--- src/rtl/ntcc_pkg.sv ---
package ntcc_pkg;

    localparam int CFG_IDX_W = 2;
    localparam logic [CFG_IDX_W-1:0] REG_LINK1  = 2'd0;
    localparam logic [CFG_IDX_W-1:0] REG_LINK2  = 2'd1;
    localparam logic [CFG_IDX_W-1:0] REG_LINK3  = 2'd2;
    localparam logic [CFG_IDX_W-1:0] REG_THRESH = 2'd3;

    localparam logic [15:0] LINK1_RST  = 16'd5898;
    localparam logic [15:0] LINK2_RST  = 16'd5898;
    localparam logic [15:0] LINK3_RST  = 16'd3473;
    localparam logic [15:0] THRESH_RST = 16'd410;

    localparam int QUEUE_DEPTH = 2;

    localparam logic [16:0] PHASE_MUL = 17'd83443;
    localparam logic [30:0] SIN_A1 = 31'd1686629713;
    localparam logic [30:0] SIN_A3 = 31'd693598668;
    localparam logic [30:0] SIN_A5 = 31'd85569306;
    localparam logic [30:0] SIN_A7 = 31'd5026995;
    localparam logic [30:0] SIN_A9 = 31'd172272;

    typedef struct packed {
        logic signed [17:0] ang1;
        logic signed [17:0] ang12;
        logic signed [17:0] ang123;
        logic signed [15:0] tau0;
        logic signed [15:0] tau1;
        logic signed [15:0] tau2;
    } t_item;

    typedef struct packed {
        logic [15:0] link1;
        logic [15:0] link2;
        logic [15:0] link3;
        logic [15:0] thresh;
    } t_cfg;

endpackage

--- src/rtl/ntcc_front.sv ---
module ntcc_front (
    input  logic                 i_clk,
    input  logic                 i_rst_n,
    input  logic                 i_valid,
    output logic                 o_ready,
    input  logic [95:0]          i_data,
    output logic                 o_valid,
    input  logic                 i_ready,
    output ntcc_pkg::t_item      o_item
);
    logic            r_valid;
    ntcc_pkg::t_item r_item;
    ntcc_pkg::t_item n_item;

    logic signed [17:0] a1, a2, a3;

    assign a1 = {{2{i_data[15]}}, i_data[15:0]};
    assign a2 = {{2{i_data[31]}}, i_data[31:16]};
    assign a3 = {{2{i_data[47]}}, i_data[47:32]};

    // cumulative joint angles
    always_comb begin
        n_item.ang1   = a1;
        n_item.ang12  = a1 + a2;
        n_item.ang123 = a1 + a2 + a3;
        n_item.tau0   = i_data[63:48];
        n_item.tau1   = i_data[79:64];
        n_item.tau2   = i_data[95:80];
    end

    assign o_ready = !r_valid || i_ready;
    assign o_valid = r_valid;
    assign o_item  = r_item;

    always_ff @(posedge i_clk) begin
        if (!i_rst_n) begin
            r_valid <= 1'b0;
        end else if (o_ready) begin
            r_valid <= i_valid;
        end
    end

    always_ff @(posedge i_clk) begin
        if (o_ready && i_valid) begin
            r_item <= n_item;
        end
    end
endmodule

--- config.mk ---
export PLATFORM = sky130hd
export DESIGN_NAME = ntcc_front
export DESIGN_NICKNAME = d
export VERILOG_FILES = /design/src/rtl/ntcc_pkg.sv /design/src/rtl/ntcc_front.sv
export SDC_FILE = /design/constraint.sdc
export NUM_CORES = 1
export LEC_CHECK = 0
export BUFFER_PORTS_ARGS = -buffer_cell sky130_fd_sc_hd__buf_4
export CAP_MARGIN = 20
export CORE_MARGIN = 2
export CORE_UTILIZATION = 43
export CTS_CLUSTER_SIZE = 25
export DETAILED_ROUTE_END_ITERATION = 10
export PLACE_DENSITY = 0.84
export REMOVE_ABC_BUFFERS = 1
export SYNTH_ARGS = -nofsm -noshare
export SYNTH_HDL_FRONTEND = slang
export SYNTH_SLANG_ARGS = --single-unit
--- constraint.sdc ---
create_clock -name i_clk -period 3 [get_ports i_clk]
set_input_delay 0.15 -clock i_clk [delete_from_list [all_inputs] [get_ports i_clk]]
set_output_delay 0.15 -clock i_clk [all_outputs]
set_load 0.05 [all_outputs]
Word level (Yosys, flattened, before mapping)

Index checks and enable logic that the tools add are counted.

Bits in registers: 100
Latch bits: 0
RAM bits: 0
ROM bits: 0
Input bits: 100
Output and inout port bits: 104
Logic and storage cells: 12
Memories: 0

Add/sub/neg operators: 2
Multiply operators: 0
Div/mod/pow operators: 0
Order comparisons: 0
Equal/unequal tests: 0
Shift-type cells: 0
Mux-type cells: 0
Bitwise gates (word level): 0
Reduce and logical (&&, ||, !) cells: 3

Operators by type and width:

| operator                                  | count |
|---|---|
| 17-bit by 16-bit adder with 18-bit output | 1 |
| 16-bit by 16-bit adder with 17-bit output | 1 |
| 1-bit logical AND                         | 1 |
| 1-bit zero test                           | 1 |
| 1-bit logical OR                          | 1 |

Logic depth before layout (Yosys ltp)

Depth in word-level cells: 3
Mapped depth: 13
Depth with buffers taken out: 13

Least setup slack after synthesis

OpenSTA, ideal clock, no wires.

Path type: reg2reg
Start: reg r_valid (netlist: o_valid)
End: reg r_item, in the netlist o_item[0], enable pin
Setup time: 0.469 ns
Data arrival time: 3.335 ns
Required time: 2.531 ns
Slack: -0.804 ns
Stages on the path, launching flop included: 3
Path buffers: 0
Period minus slack after synthesis: 3.804 ns
Cells stage by stage: dfxtp_1 nand2b_1 and2_1

Longest elaborated chain between the ends: 3

RTL lines:

| element                | line             | text |
|---|---|---|
| from (decl)            | ntcc_front.sv:11 | `logic r_valid;` |
| from (signal assigned) | ntcc_front.sv:39 | `r_valid <= i_valid;` |
| 1-bit zero test        | ntcc_front.sv:31 | `assign o_ready = !r_valid \|\| i_ready;` |
| 1-bit logical OR       | ntcc_front.sv:31 |  |
| via o_ready            | ntcc_front.sv:5  | `output logic o_ready,` |
| 1-bit logical AND      | ntcc_front.sv:44 | `if (o_ready && i_valid) begin` |
| to (signal assigned)   | ntcc_front.sv:45 | `r_item <= n_item;` |
| to (decl)              | ntcc_front.sv:12 | `ntcc_pkg::t_item r_item;` |

The timed path passes the listed nets, and every way through them passes these cells.
A chain may end at the register's enable or synchronous reset.

==> metrics.txt <==
post-synthesis compound-gate area fraction 0.144; Slowest Stage Delay on Critical Path 390 ps; post-synthesis mux area share 0.00631; CP Capture Type register; Antenna Nets Post-Route 0; Die Area 0.0119 mm^2; Mapped Area between 0.004 and 0.005 mm^2; Slew headroom 0.629; initial drt markers between 200 and 250; aggregate negative setup slack 0 ps; share of layout cells above drive strength 1 0.447; Fmax around 350 MHz; Pleak approximately 3.3 nW; initial core utilization 0.439; crit path launch type input port; Core ar. roughly 0.011 mm^2; Seq. cell area 0.00299 mm^2; syn_area_per_cell 14.5 um^2; placed cells roughly 700; drt drc 0; Post-Layout Cell Count roughly 800; post-synth top area share 0.625; Vias/cell just over 5; Cell Rows 38; RSZ-0062 raised after global routing no; simple-gate share of the synthesized area 0.0702; die span in x 109 um; most common cell in the netlist edfxtp_1; drt wl/cell 17.8 um; Synthesis Warnings 0; max-cap violation count 0; status finished, final reports clean; Worst Max-Slew Pin Slew 556 ps; number of port buffers slightly above 200; CTS tree done; Pwr per Cell Area around 590 mW/mm^2; Post-synth EDFFs slightly below 100; CP max stage cell ha_1; final WL between 10,000 and 15,000 um; Peak VDD IR approximately 0.27 mV; Post-Synth XOR/XNOR Area 0.0423; post-synthesis register bit count 100; RD Place Congestion approximately 0.9; leading area contributor after synthesis edfxtp_1; area occupied by multi-input gates 0.00174 mm^2; Synth Flop Type edfxtp_1; Final Hold Viols 0; main combinational cell family by area after synthesis compound AO/OA/AOI/OAI gates; kind of critical path input port to register; Fillers around 760; synth-to-layout area growth 60.9%; n_diodes 0; Tmin final between 2000 and 3000 ps; TritonCTS Buffers 9; dpl hpwl roughly 10,000 um; initial antenna violation count 0; worst skew pair latency ~370 ps; number of clock sinks 100; largest net degree at the start of global routing a little over 60; Min Hold Slack 30.6 ps; Total GRT Usage 0.236; Final Cycle Share 0.960; vias in the first global route roughly 4,100; Congestion Overflow GR 0; CTS H-Tree Depth 3; die height around 110 um; Slew Viols, Final 0; HP Class input port to register; Worst Path Arrival slightly above 3000 ps; ys async rst share 0; WP data required ~3100 ps; Clock Pin Slew Worst Setup and Hold Paths 100 ps; Max Clock Skew 12.0 ps; Vias ~4,000; post-layout util 0.707; Post-Syn Instances 329; CP max FO 5; Max Root-Sink Buffers 2; crit-path cells buf_4 -> ha_1 -> fa_2 -> a211oi_2 -> nor3_1 -> o211ai_2 -> mux2i_1 -> a211oi_2 -> ha_1 -> buf_4 -> a31oi_1 -> a211o_1 -> and3_1 -> o32a_1; first-pass GRT wire length 21,000 um; Total Nets Final between 700 and 800; post-synth cell types between 50 and 60; Commonest cells post-synth edfxtp_1, ha_1, a21oi_1, nor2_1, nand2_1; sequential-to-total area share from yosys stat 0.629; drt pass-1 iters 4; # setup viols final 0; top cells by area, synth edfxtp_1, ha_1, xnor2_1; IO Pins 204; Clock Root Buffer clkbuf_8; Synth Area in Adders 0.0952
-- path summary, 6_finish.rpt --
| path | from | endpoint | slack [ps] | cells after the start |
|---|---|---|---|---|
| max | i_data[0] | o_item[65] | 120 | 14 |
| min | i_rst_n | o_valid | 30 | 2 |
| max reg2reg | o_valid | o_item[12] | 1330 | 3 |
| min reg2reg | o_valid | o_valid | 570 | 2 |
-- cell usage in the layout (no fill, tap or decap), types with 6 or more instances in the layout --
cell             n
buf_4          255
edfxtp_1        99
dlygate4sd3_1   62
ha_1            33
nor2_1          19
a21oi_1         18
nand2_1         16
a21o_1          13
xnor2_1         12
xor2_1          11
clkbuf_8         9
o21ai_0          8
o21ai_1          6
-- logic make-up (layout without fill, tap and decap cells) --
logic type	count (synthesis)	in the layout
buffers and inverters	13	339
AO/OA/AOI/OAI	90	90
AND/OR/NAND/NOR	65	65
adder cells (fa/ha/maj)	35	35
flip-flops	100	100
multiplexers	3	3
XOR/XNOR	23	23
-- sequential cells by signal (all words and copies together), names as in the netlist --
signal,cells
o_item,99
o_valid,1
-- report_power, final --
group	leakage [nW]	total, W	internal, W	switching (W)
combinational	2.27	0.00190	0.000764	0.00114
clock	0.0848	0.000814	0.000311	0.000503
sequential	0.966	0.00179	0.00174	0.0000488
total	3.33	0.00450	0.00282	0.00169
-- layer usage --
layer	wire length [um]	track usage	vias to the layer above
li1	-	-	1933
met1	5520	0.274	1893
met2	7320	0.425	157
met3	957	0.0556	25
met4	325	0.0832	0
met5	0	0	-
-- repair_timing --
item                                   4_1_cts  5_1_grt
endpoints found under the hold margin       62        0
gates cloned                                 0        0
hold buffers                                62        0
setup buffers                                0        0
setup endpoints to repair                    4        5
resized for setup                            2        9
pin swaps                                    0        4
-- final cells by class --
cell class | count | area share
inverters | 5 | 0.00245
multi-input cells | 216 | 0.227
flip-flops and latches | 100 | 0.391
clock buffers | 10 | 0.0167
clock inverters | 6 | 0.00637
repair buffers | 318 | 0.334
well taps | 140 | 0.0229
-- per-stage QoR --
stage          cell area, um^2  power (W)  worst slack (ps)
6_report                  7660    0.00450               121
5_1_grt                   7660    0.00471              6.22
4_1_cts                   7630    0.00449              8.16
3_5_place_dp              6830    0.00362              -572
3_3_place_gp              6830    0.00358              -491
2_1_floorplan             4710    0.00294              -804
-- critical path, delay by kind of cell --
kind / cells / cell delay, ps
simple gates: 2 / 280
fa+ha+maj: 3 / 990
mux: 1 / 240
compound gates: 6 / 1090
buf+inv: 2 / 250
Note: power is estimated with default switching activity, not from simulation.
