<file path="config.mk">
export PLATFORM = sky130hd
export DESIGN_NAME = ntcc_queue
export DESIGN_NICKNAME = d
export VERILOG_FILES = /design/src/rtl/ntcc_pkg.sv /design/src/rtl/ntcc_queue.sv
export SDC_FILE = /design/constraint.sdc
export NUM_CORES = 1
export LEC_CHECK = 0
export BUFFER_PORTS_ARGS = -buffer_cell sky130_fd_sc_hd__buf_2
export CORE_MARGIN = 4
export CORE_UTILIZATION = 47
export DETAILED_ROUTE_END_ITERATION = 10
export PLACE_DENSITY = 0.73
export SLEW_MARGIN = 20
export SYNTH_ARGS = -nofsm -noshare
export SYNTH_HDL_FRONTEND = slang
export SYNTH_SLANG_ARGS = --single-unit
</file>
<file path="constraint.sdc">
create_clock -name i_clk -period 17.7 [get_ports i_clk]
set_input_delay 5.31 -clock i_clk [delete_from_list [all_inputs] [get_ports i_clk]]
set_output_delay 5.31 -clock i_clk [all_outputs]
set_load 0.02 [all_outputs]
</file>
<file path="src/rtl/ntcc_pkg.sv">
package ntcc_pkg;

    localparam int CFG_IDX_W = 2;
    localparam logic [CFG_IDX_W-1:0] REG_LINK1  = 2'd0;
    localparam logic [CFG_IDX_W-1:0] REG_LINK2  = 2'd1;
    localparam logic [CFG_IDX_W-1:0] REG_LINK3  = 2'd2;
    localparam logic [CFG_IDX_W-1:0] REG_THRESH = 2'd3;

    localparam logic [15:0] LINK1_RST  = 16'd5898;
    localparam logic [15:0] LINK2_RST  = 16'd5898;
    localparam logic [15:0] LINK3_RST  = 16'd3473;
    localparam logic [15:0] THRESH_RST = 16'd410;

    localparam int QUEUE_DEPTH = 2;

    localparam logic [16:0] PHASE_MUL = 17'd83443;
    localparam logic [30:0] SIN_A1 = 31'd1686629713;
    localparam logic [30:0] SIN_A3 = 31'd693598668;
    localparam logic [30:0] SIN_A5 = 31'd85569306;
    localparam logic [30:0] SIN_A7 = 31'd5026995;
    localparam logic [30:0] SIN_A9 = 31'd172272;

    typedef struct packed {
        logic signed [17:0] ang1;
        logic signed [17:0] ang12;
        logic signed [17:0] ang123;
        logic signed [15:0] tau0;
        logic signed [15:0] tau1;
        logic signed [15:0] tau2;
    } t_item;

    typedef struct packed {
        logic [15:0] link1;
        logic [15:0] link2;
        logic [15:0] link3;
        logic [15:0] thresh;
    } t_cfg;

endpackage

</file>
<file path="src/rtl/ntcc_queue.sv">
module ntcc_queue #(
    parameter int DEPTH = ntcc_pkg::QUEUE_DEPTH
) (
    input  logic            i_clk,
    input  logic            i_rst_n,
    input  logic            i_push,
    input  ntcc_pkg::t_item i_item,
    output logic            o_full,
    input  logic            i_pop,
    output logic            o_empty,
    output ntcc_pkg::t_item o_item
);
    localparam int PW = (DEPTH > 1) ? $clog2(DEPTH) : 1;
    localparam int CW = $clog2(DEPTH + 1);

    ntcc_pkg::t_item r_mem [DEPTH];
    logic [PW-1:0]   r_wp, r_rp;
    logic [CW-1:0]   r_cnt;
    logic            do_push, do_pop;

    assign o_full  = (r_cnt == CW'(DEPTH));
    assign o_empty = (r_cnt == '0);
    assign do_push = i_push && !o_full;
    assign do_pop  = i_pop && !o_empty;
    assign o_item  = r_mem[r_rp];

    always_ff @(posedge i_clk) begin
        if (!i_rst_n) begin
            r_wp  <= '0;
            r_rp  <= '0;
            r_cnt <= '0;
        end else begin
            if (do_push) begin
                r_wp <= (r_wp == PW'(DEPTH - 1)) ? '0 : r_wp + 1'b1;
            end
            if (do_pop) begin
                r_rp <= (r_rp == PW'(DEPTH - 1)) ? '0 : r_rp + 1'b1;
            end
            if (do_push && !do_pop) begin
                r_cnt <= r_cnt + 1'b1;
            end else if (do_pop && !do_push) begin
                r_cnt <= r_cnt - 1'b1;
            end
        end
    end

    always_ff @(posedge i_clk) begin
        if (do_push) begin
            r_mem[r_wp] <= i_item;
        end
    end
endmodule

</file>
* Word level (Yosys, flattened, before mapping) *
Memory sizes are Yosys's and may differ from the RTL's. A register that Yosys moved wholly into a read port is not among the register bits.
Cells that the tools add are included.

word-level totals
  output and inout port bits = 104
  logic and storage cells = 27
  memories = 1
  bits of input ports = 106
  memory bits (writable) = 204
  register bits = 4

cells by class
  reduce and logical (&&, ||, !) cells = 10
  eq/ne operators = 1
  add/subtract/negate cells = 4
  mux-type cells = 8

memory list
  memory  words  bits a word  read ports  clocked after Yosys merged registers in  wr ports  line              RTL
  r_mem   2      102          1           1                                        1         ntcc_queue.sv:16  ntcc_pkg::t_item r_mem [DEPTH];

operators with widths
  cell                                               number
  two-way mux 1 bit                                  6
  logical AND 1 bit                                  4
  zero test 1 bit                                    4
  two-way mux 2 bit                                  2
  adder 1 bit (second input constant)                2
  adder 2 x 1 -> 2 bit (second input constant)       1
  == test 2 bit (second input constant)              1
  zero test 2 bit                                    1
  nonzero test 2 bit                                 1
  subtractor 2 x 1 -> 2 bit (second input constant)  1

* Logic depth before layout (Yosys ltp) *
Gate-level depths: netlist of the first run.

  depth after elaboration = 7
  gate-level depth with buffers = 7
  depth with buffers taken out = 7

* Worst setup path before layout of the first run *
Ideal clock, no wire load.

  path type = input-to-reg
  start = input port i_push
  end = memory r_mem[0][0] in the netlist's numbering, enable pin
  setup slack = 7.816 ns
  required time = 17.154 ns
  cell stages on the path = 2
  library setup time = 0.546 ns
  data arrival time = 9.338 ns
  path buffers = 0
  path through = inv_1 > nor3_2

between the ends
  cells in the longest elaborated chain, start to end = 3

ends and longest elaborated chain
  item                                     line              RTL
  from (decl)                              ntcc_queue.sv:6   input logic i_push,
  logical AND 1 bit                        ntcc_queue.sv:23  assign do_push = i_push && !o_full;
  two-way mux 1 bit                        ntcc_queue.sv:48  if (do_push) begin
  two-way mux 1 bit (implied by the code)  ntcc_queue.sv:49  r_mem[r_wp] <= i_item;
  to (decl)                                ntcc_queue.sv:16

Every way passes these cells.

==> out/metrics.cfg, run 1 <==
[grt]
antenna_found_initial=0
overflow=0
first_global_vias=4322
grt_use_total_pct=14.90
grt_pass1_wl_mm=21.64
grt_max_degree=85

[timing]
timing.final.crit_period_ns=7.942
max_freq_ghz=0.1259
skew_ns=0.009261
drv_slew=0
relSlewSlack_pct=31.28
setup_ws_ns=9.758
finalHoldViolations=0
finalSetupViolCount=0
fin_crit_sh_pct=44.87
tightest_slew_ns=1.031
tns_ns=0
hold_slack_ns=0.5415
rsz0062_at_grt=false

[floorplanning]
num_rows=46
start_util_pct=47.94
die_x_microns=135.3
die-area_sq_um=18300
coreArea_sq_um=15890
io_pins=210
die_h_microns=135.3

[layout]
nets=675
drive_gt1_share_pct=45.53
num-fill-cells=1233
stdcell_count=798
fin_util_pct=60.02
area_delta_synth_final_pct=25.18
diodes=0
stdcell_area_sq_um=9534

[pwr]
p_int_mw=1.001
p_comb_share_pct=24.9
clockPowerShare_pct=29.0
ir_drop_uv=99.14
net-switching-power_mw=0.4175
seqPwrFrac_pct=46.1
switching_share_pct=29.43
p_total_mw=1.419
p_leak_nw=3.566
power_density_nw_per_um2=148.8

[drt]
dr.pass1.iters=4
ant_nets=0
drt-initial-drc-count=167
wire_per_inst_microns=17.55
drc=0
finalWirelength_mm=14.00
vias=3872
vias_per_cell=4.852

[critical_path]
path_max_fanout=54
r2r_cells=4
critPathRequiredTime_ns=12.39
ff2ff_setup_slack_ns=15.13
start_kind=register
r2r_end=r_mem[0][36]
cp-end-kind=output pin
criticalPathCategory=reg2out
worstPathArrival_ns=2.63
crit_end=o_item[100]
r2r_start=r_cnt[0]

[run_status]
status=finished clean

[cts]
clk_pin_slew_worst_paths_ns=0.06
cts_root_buf=clkbuf_16
htreeDepth=1
cts_sinks=209
cts_resized=0
cts_tree=built
postCtsHoldBufs=0
cts_buffers=22
clock_path_buffers=3
post_cts_buffers=0
clk_latency_ns=0.48

[logic_synthesis]
synth.most_common_cell=edfxtp_1
synth_commonest_cells=edfxtp_1, mux2_1, mux2_2
ys_ff_latch=209
yosysUniqueCellTypes=23
yosysTopAreaCell=edfxtp_1
synthFlopType=edfxtp_1
synth.avg_cell_area_sq_um=22.27
synth_edf_count=204
ys_async_sr_fraction_pct=0
yosys.area.top_type_share_pct=80.43
syn-num-nets=449
synth_area_leaders=edfxtp_1, mux2_1, mux2_2
syn-cell-area_sq_um=7616
synth_cells=342
ys_seq_area_share_pct=81.75
yosys_warnings=0

[job]
max_cap_viol_count=0

[place]
port_buffers=209
dp.cells=760
dp_hpwl_mm=9.094
place_area_sq_um=8877
place_congestion=0.7530
dp_slack_ns=10.22

[hold_path]
min_path_type=reg2reg

[layout by cell type, fill, tap and decap left out, drive strengths merged, types with 2 or more instances in the layout]
| cell type | instances |
|---|---|
| buf | 213 |
| edfxtp | 204 |
| mux2 | 102 |
| clkbuf | 35 |
| dfxtp | 5 |
| and2 | 3 |
| clkinv | 3 |
| nor2 | 2 |
| xnor2 | 2 |
| inv | 2 |
| o21ai | 2 |
| a21boi | 2 |
[power groups by stage]
| stage | Sequential, mW | Combinational, mW | Clock (mW) |
|---|---|---|---|
| 3_5_place_dp | 0.665 | 0.358 | 0 |
| 5_1_grt | 0.661 | 0.381 | 0.446 |
| 6_report | 0.654 | 0.354 | 0.411 |
| 2_1_floorplan | 0.650 | 0.261 | 0 |
| 3_3_place_gp | 0.661 | 0.352 | 0 |
| 4_1_cts | 0.655 | 0.361 | 0.424 |
[sequential cells by signal, summed over array words and instances (netlist names), named ones only]
register / flops
r_mem: 204
r_cnt: 2
r_wp: 1
r_rp: 1
[layer usage]
layer	share of wire [%]	global-route usage (%)	vias up
met5	0	0	-
met4	1.3	3.863	0
met3	11	5.572	19
met2	51	26.49	157
met1	37	17.01	1893
li1	-	-	1803
[cell type report]
type	count	area (sq um)	area share [%]
flip-flops and latches	209	6230	65.34
repair buffers	213	1087	11.40
clock buffers	35	640.6	6.719
clock inverters	3	12.51	0.1312
well taps	216	270.3	2.835
multi-input cells	120	1286	13.49
inverters	2	7.507	0.07874
[worst max-delay path, stage by stage, from the launching register on]
cell and delay, ns:
dfxtp_4 0.77, buf_4 0.70, mux2_2 0.42, buf_2 0.16
[logic make-up after synthesis]
logic type               Yosys count  share of synthesized area [%]
AO/OA/AOI/OAI                      5                         0.4271
buffers and inverters             13                          1.511
XOR/XNOR                           3                         0.3451
adder cells (fa/ha/maj)            1                         0.1643
AND/OR/NAND/NOR                    9                         0.7231
flip-flops                       209                          81.75
multiplexers                     102                          15.08
[worst min path at each step]
stage / from / endpoint / slack [ns] / cells after the start
6_report: r_cnt[1] / r_cnt[1] / 0.54 / 2
5_1_grt: r_cnt[1] / r_cnt[1] / 0.58 / 2
4_1_cts: r_cnt[1] / r_cnt[1] / 0.55 / 2
3_5_place_dp: r_cnt[1] / r_cnt[1] / 0.54 / 2
3_3_place_gp: r_cnt[1] / r_cnt[1] / 0.50 / 2
2_1_floorplan: r_cnt[1] / r_cnt[1] / 0.48 / 2
(Power assumes the default switching activity.)
==> run 2, diff against run 1 <==
Clock period 17.7 ns to 7.94 ns, I/O delays scaled along.
==> out/metrics.cfg, run 2 (synthesized netlist as in run 1, its figures left out) <==
[run_status]
status=finished clean

[drt]
m1WireLength_mm=5.346
dr.pass1.iters=4
wire_per_inst_microns=17.63
wl_met3_mm=1.465
vias=3864
finalWirelength_mm=14.06
drc=0
ant_nets=0
dr.max_layer_used=met4
dr_wl_met2_mm=6.884
vias_per_cell=4.848
drt-initial-drc-count=177

[grt]
antenna_found_initial=1
grt_use_total_pct=14.75
grt_max_degree=85
grt_pass1_wl_mm=21.36
overflow=0
first_global_vias=4282

[critical_path]
worstPathArrival_ns=2.61
max_stage_delay_ns=0.75
slowest_stage=buf_4
path_max_fanout=58
cp-end-kind=output pin
criticalPathCategory=reg2out
critPathRequiredTime_ns=5.56
r2r_cells=4
cp_top_family=buffers and inverters
crit_chain=buf_4 > mux2_1 > buf_2
cp.depth=3
critPathBufInv=2
start_kind=register

[pwr]
power_density_nw_per_um2=332.2
ir_drop_uv=239.7
p_leak_nw=3.560

[timing]
finalSetupViolCount=0
timing.final.crit_period_ns=4.987
tns_ns=0
finalHoldViolations=0
fin_crit_sh_pct=62.81
relSlewSlack_pct=30.93
setup_ws_ns=2.953
drv_slew=0
max_freq_ghz=0.2005
tightest_slew_ns=1.033
rsz0062_at_grt=false
skew_ns=0.003785

[floorplanning]
die_h_microns=135.3
die_x_microns=135.3
io_pins=210
coreArea_sq_um=15890
die-area_sq_um=18300
start_util_pct=47.94
num_rows=46

[cts]
htreeDepth=1
clk_pin_slew_worst_paths_ns=0.06
cts_buffers=21
cts_root_buf=clkbuf_16
clk_latency_ns=0.47
clock_path_buffers=3
cts_sinks=209
cts_tree=built
post_cts_buffers=0
postCtsHoldBufs=0
cts_resized=0

[layout]
final_cell_mix=buf_2, edfxtp_1, mux2_1
nets=673
top_regs=r_mem: 204 flops, r_cnt: 2 flops
num-fill-cells=1200
area_delta_synth_final_pct=25.04
top_register=r_mem
largest_reg_flops=204
layout_commonest_cell=buf_2
drive_gt1_share_pct=45.52

[job]
max_cap_viol_count=0

[hold_path]
min_path_type=reg2reg
whs_path_depth=2

[place]
dp_slack_ns=3.391
port_buffers=209
dp_hpwl_mm=9.058
place_congestion=0.7670

-- run 2: cell type report --
type / count / area, sq um / share of cell area [%]
diodes: 1 / 2.502 / 0.02628
repair buffers: 212 / 1085 / 11.39
flip-flops and latches: 209 / 6230 / 65.42
inverters: 2 / 7.507 / 0.07883
clock inverters: 11 / 97.59 / 1.025
well taps: 216 / 270.3 / 2.838
clock buffers: 26 / 544.3 / 5.715
multi-input cells: 120 / 1286 / 13.51
-- run 2: worst min-delay path, cell delays in order (launching register included) --
cell      delay (ns)
dfxtp_1         0.34
o21ai_0         0.09
a21boi_1        0.06
-- run 2: where the power goes --
part | switching (mW) | total, mW | internal (mW)
clock | 0.369 | 0.918 | 0.549
combinational | 0.497 | 0.792 | 0.295
sequential | 0.0657 | 1.45 | 1.39
total | 0.932 | 3.16 | 2.23
-- run 2: worst paths after layout --
kind         slack, ns      endpoint     start
max               2.95    o_item[77]  register
min               0.54      r_cnt[1]  r_cnt[1]
max reg2reg       5.59  r_mem[0][12]  r_cnt[0]
min reg2reg       0.54      r_cnt[1]  r_cnt[1]
-- run 2: per-stage QoR --
step / area [sq um] / total power [mW] / util (%) / std cells / hold slack, ns
6_report: 9523 / 3.163 / 59.95 / 797 / 0.5386
5_1_grt: 9523 / 3.312 / 59.95 / 797 / 0.5735
4_1_cts: 9517 / 3.208 / 59.91 / 796 / 0.5390
3_5_place_dp: 8875 / 2.281 / 55.87 / 759 / 0.5279
3_3_place_gp: 8875 / 2.260 / 55.87 / 759 / 0.4982
2_1_floorplan: 7616 / 2.032 / - / 342 / 0.4833
-- run 2: per-layer routing --
layer | vias to the layer above | track usage [%]
met5 | - | 0
met4 | 0 | 4.367
met3 | 24 | 5.832
met2 | 145 | 25.06
met1 | 1881 | 17.45
li1 | 1814 | -
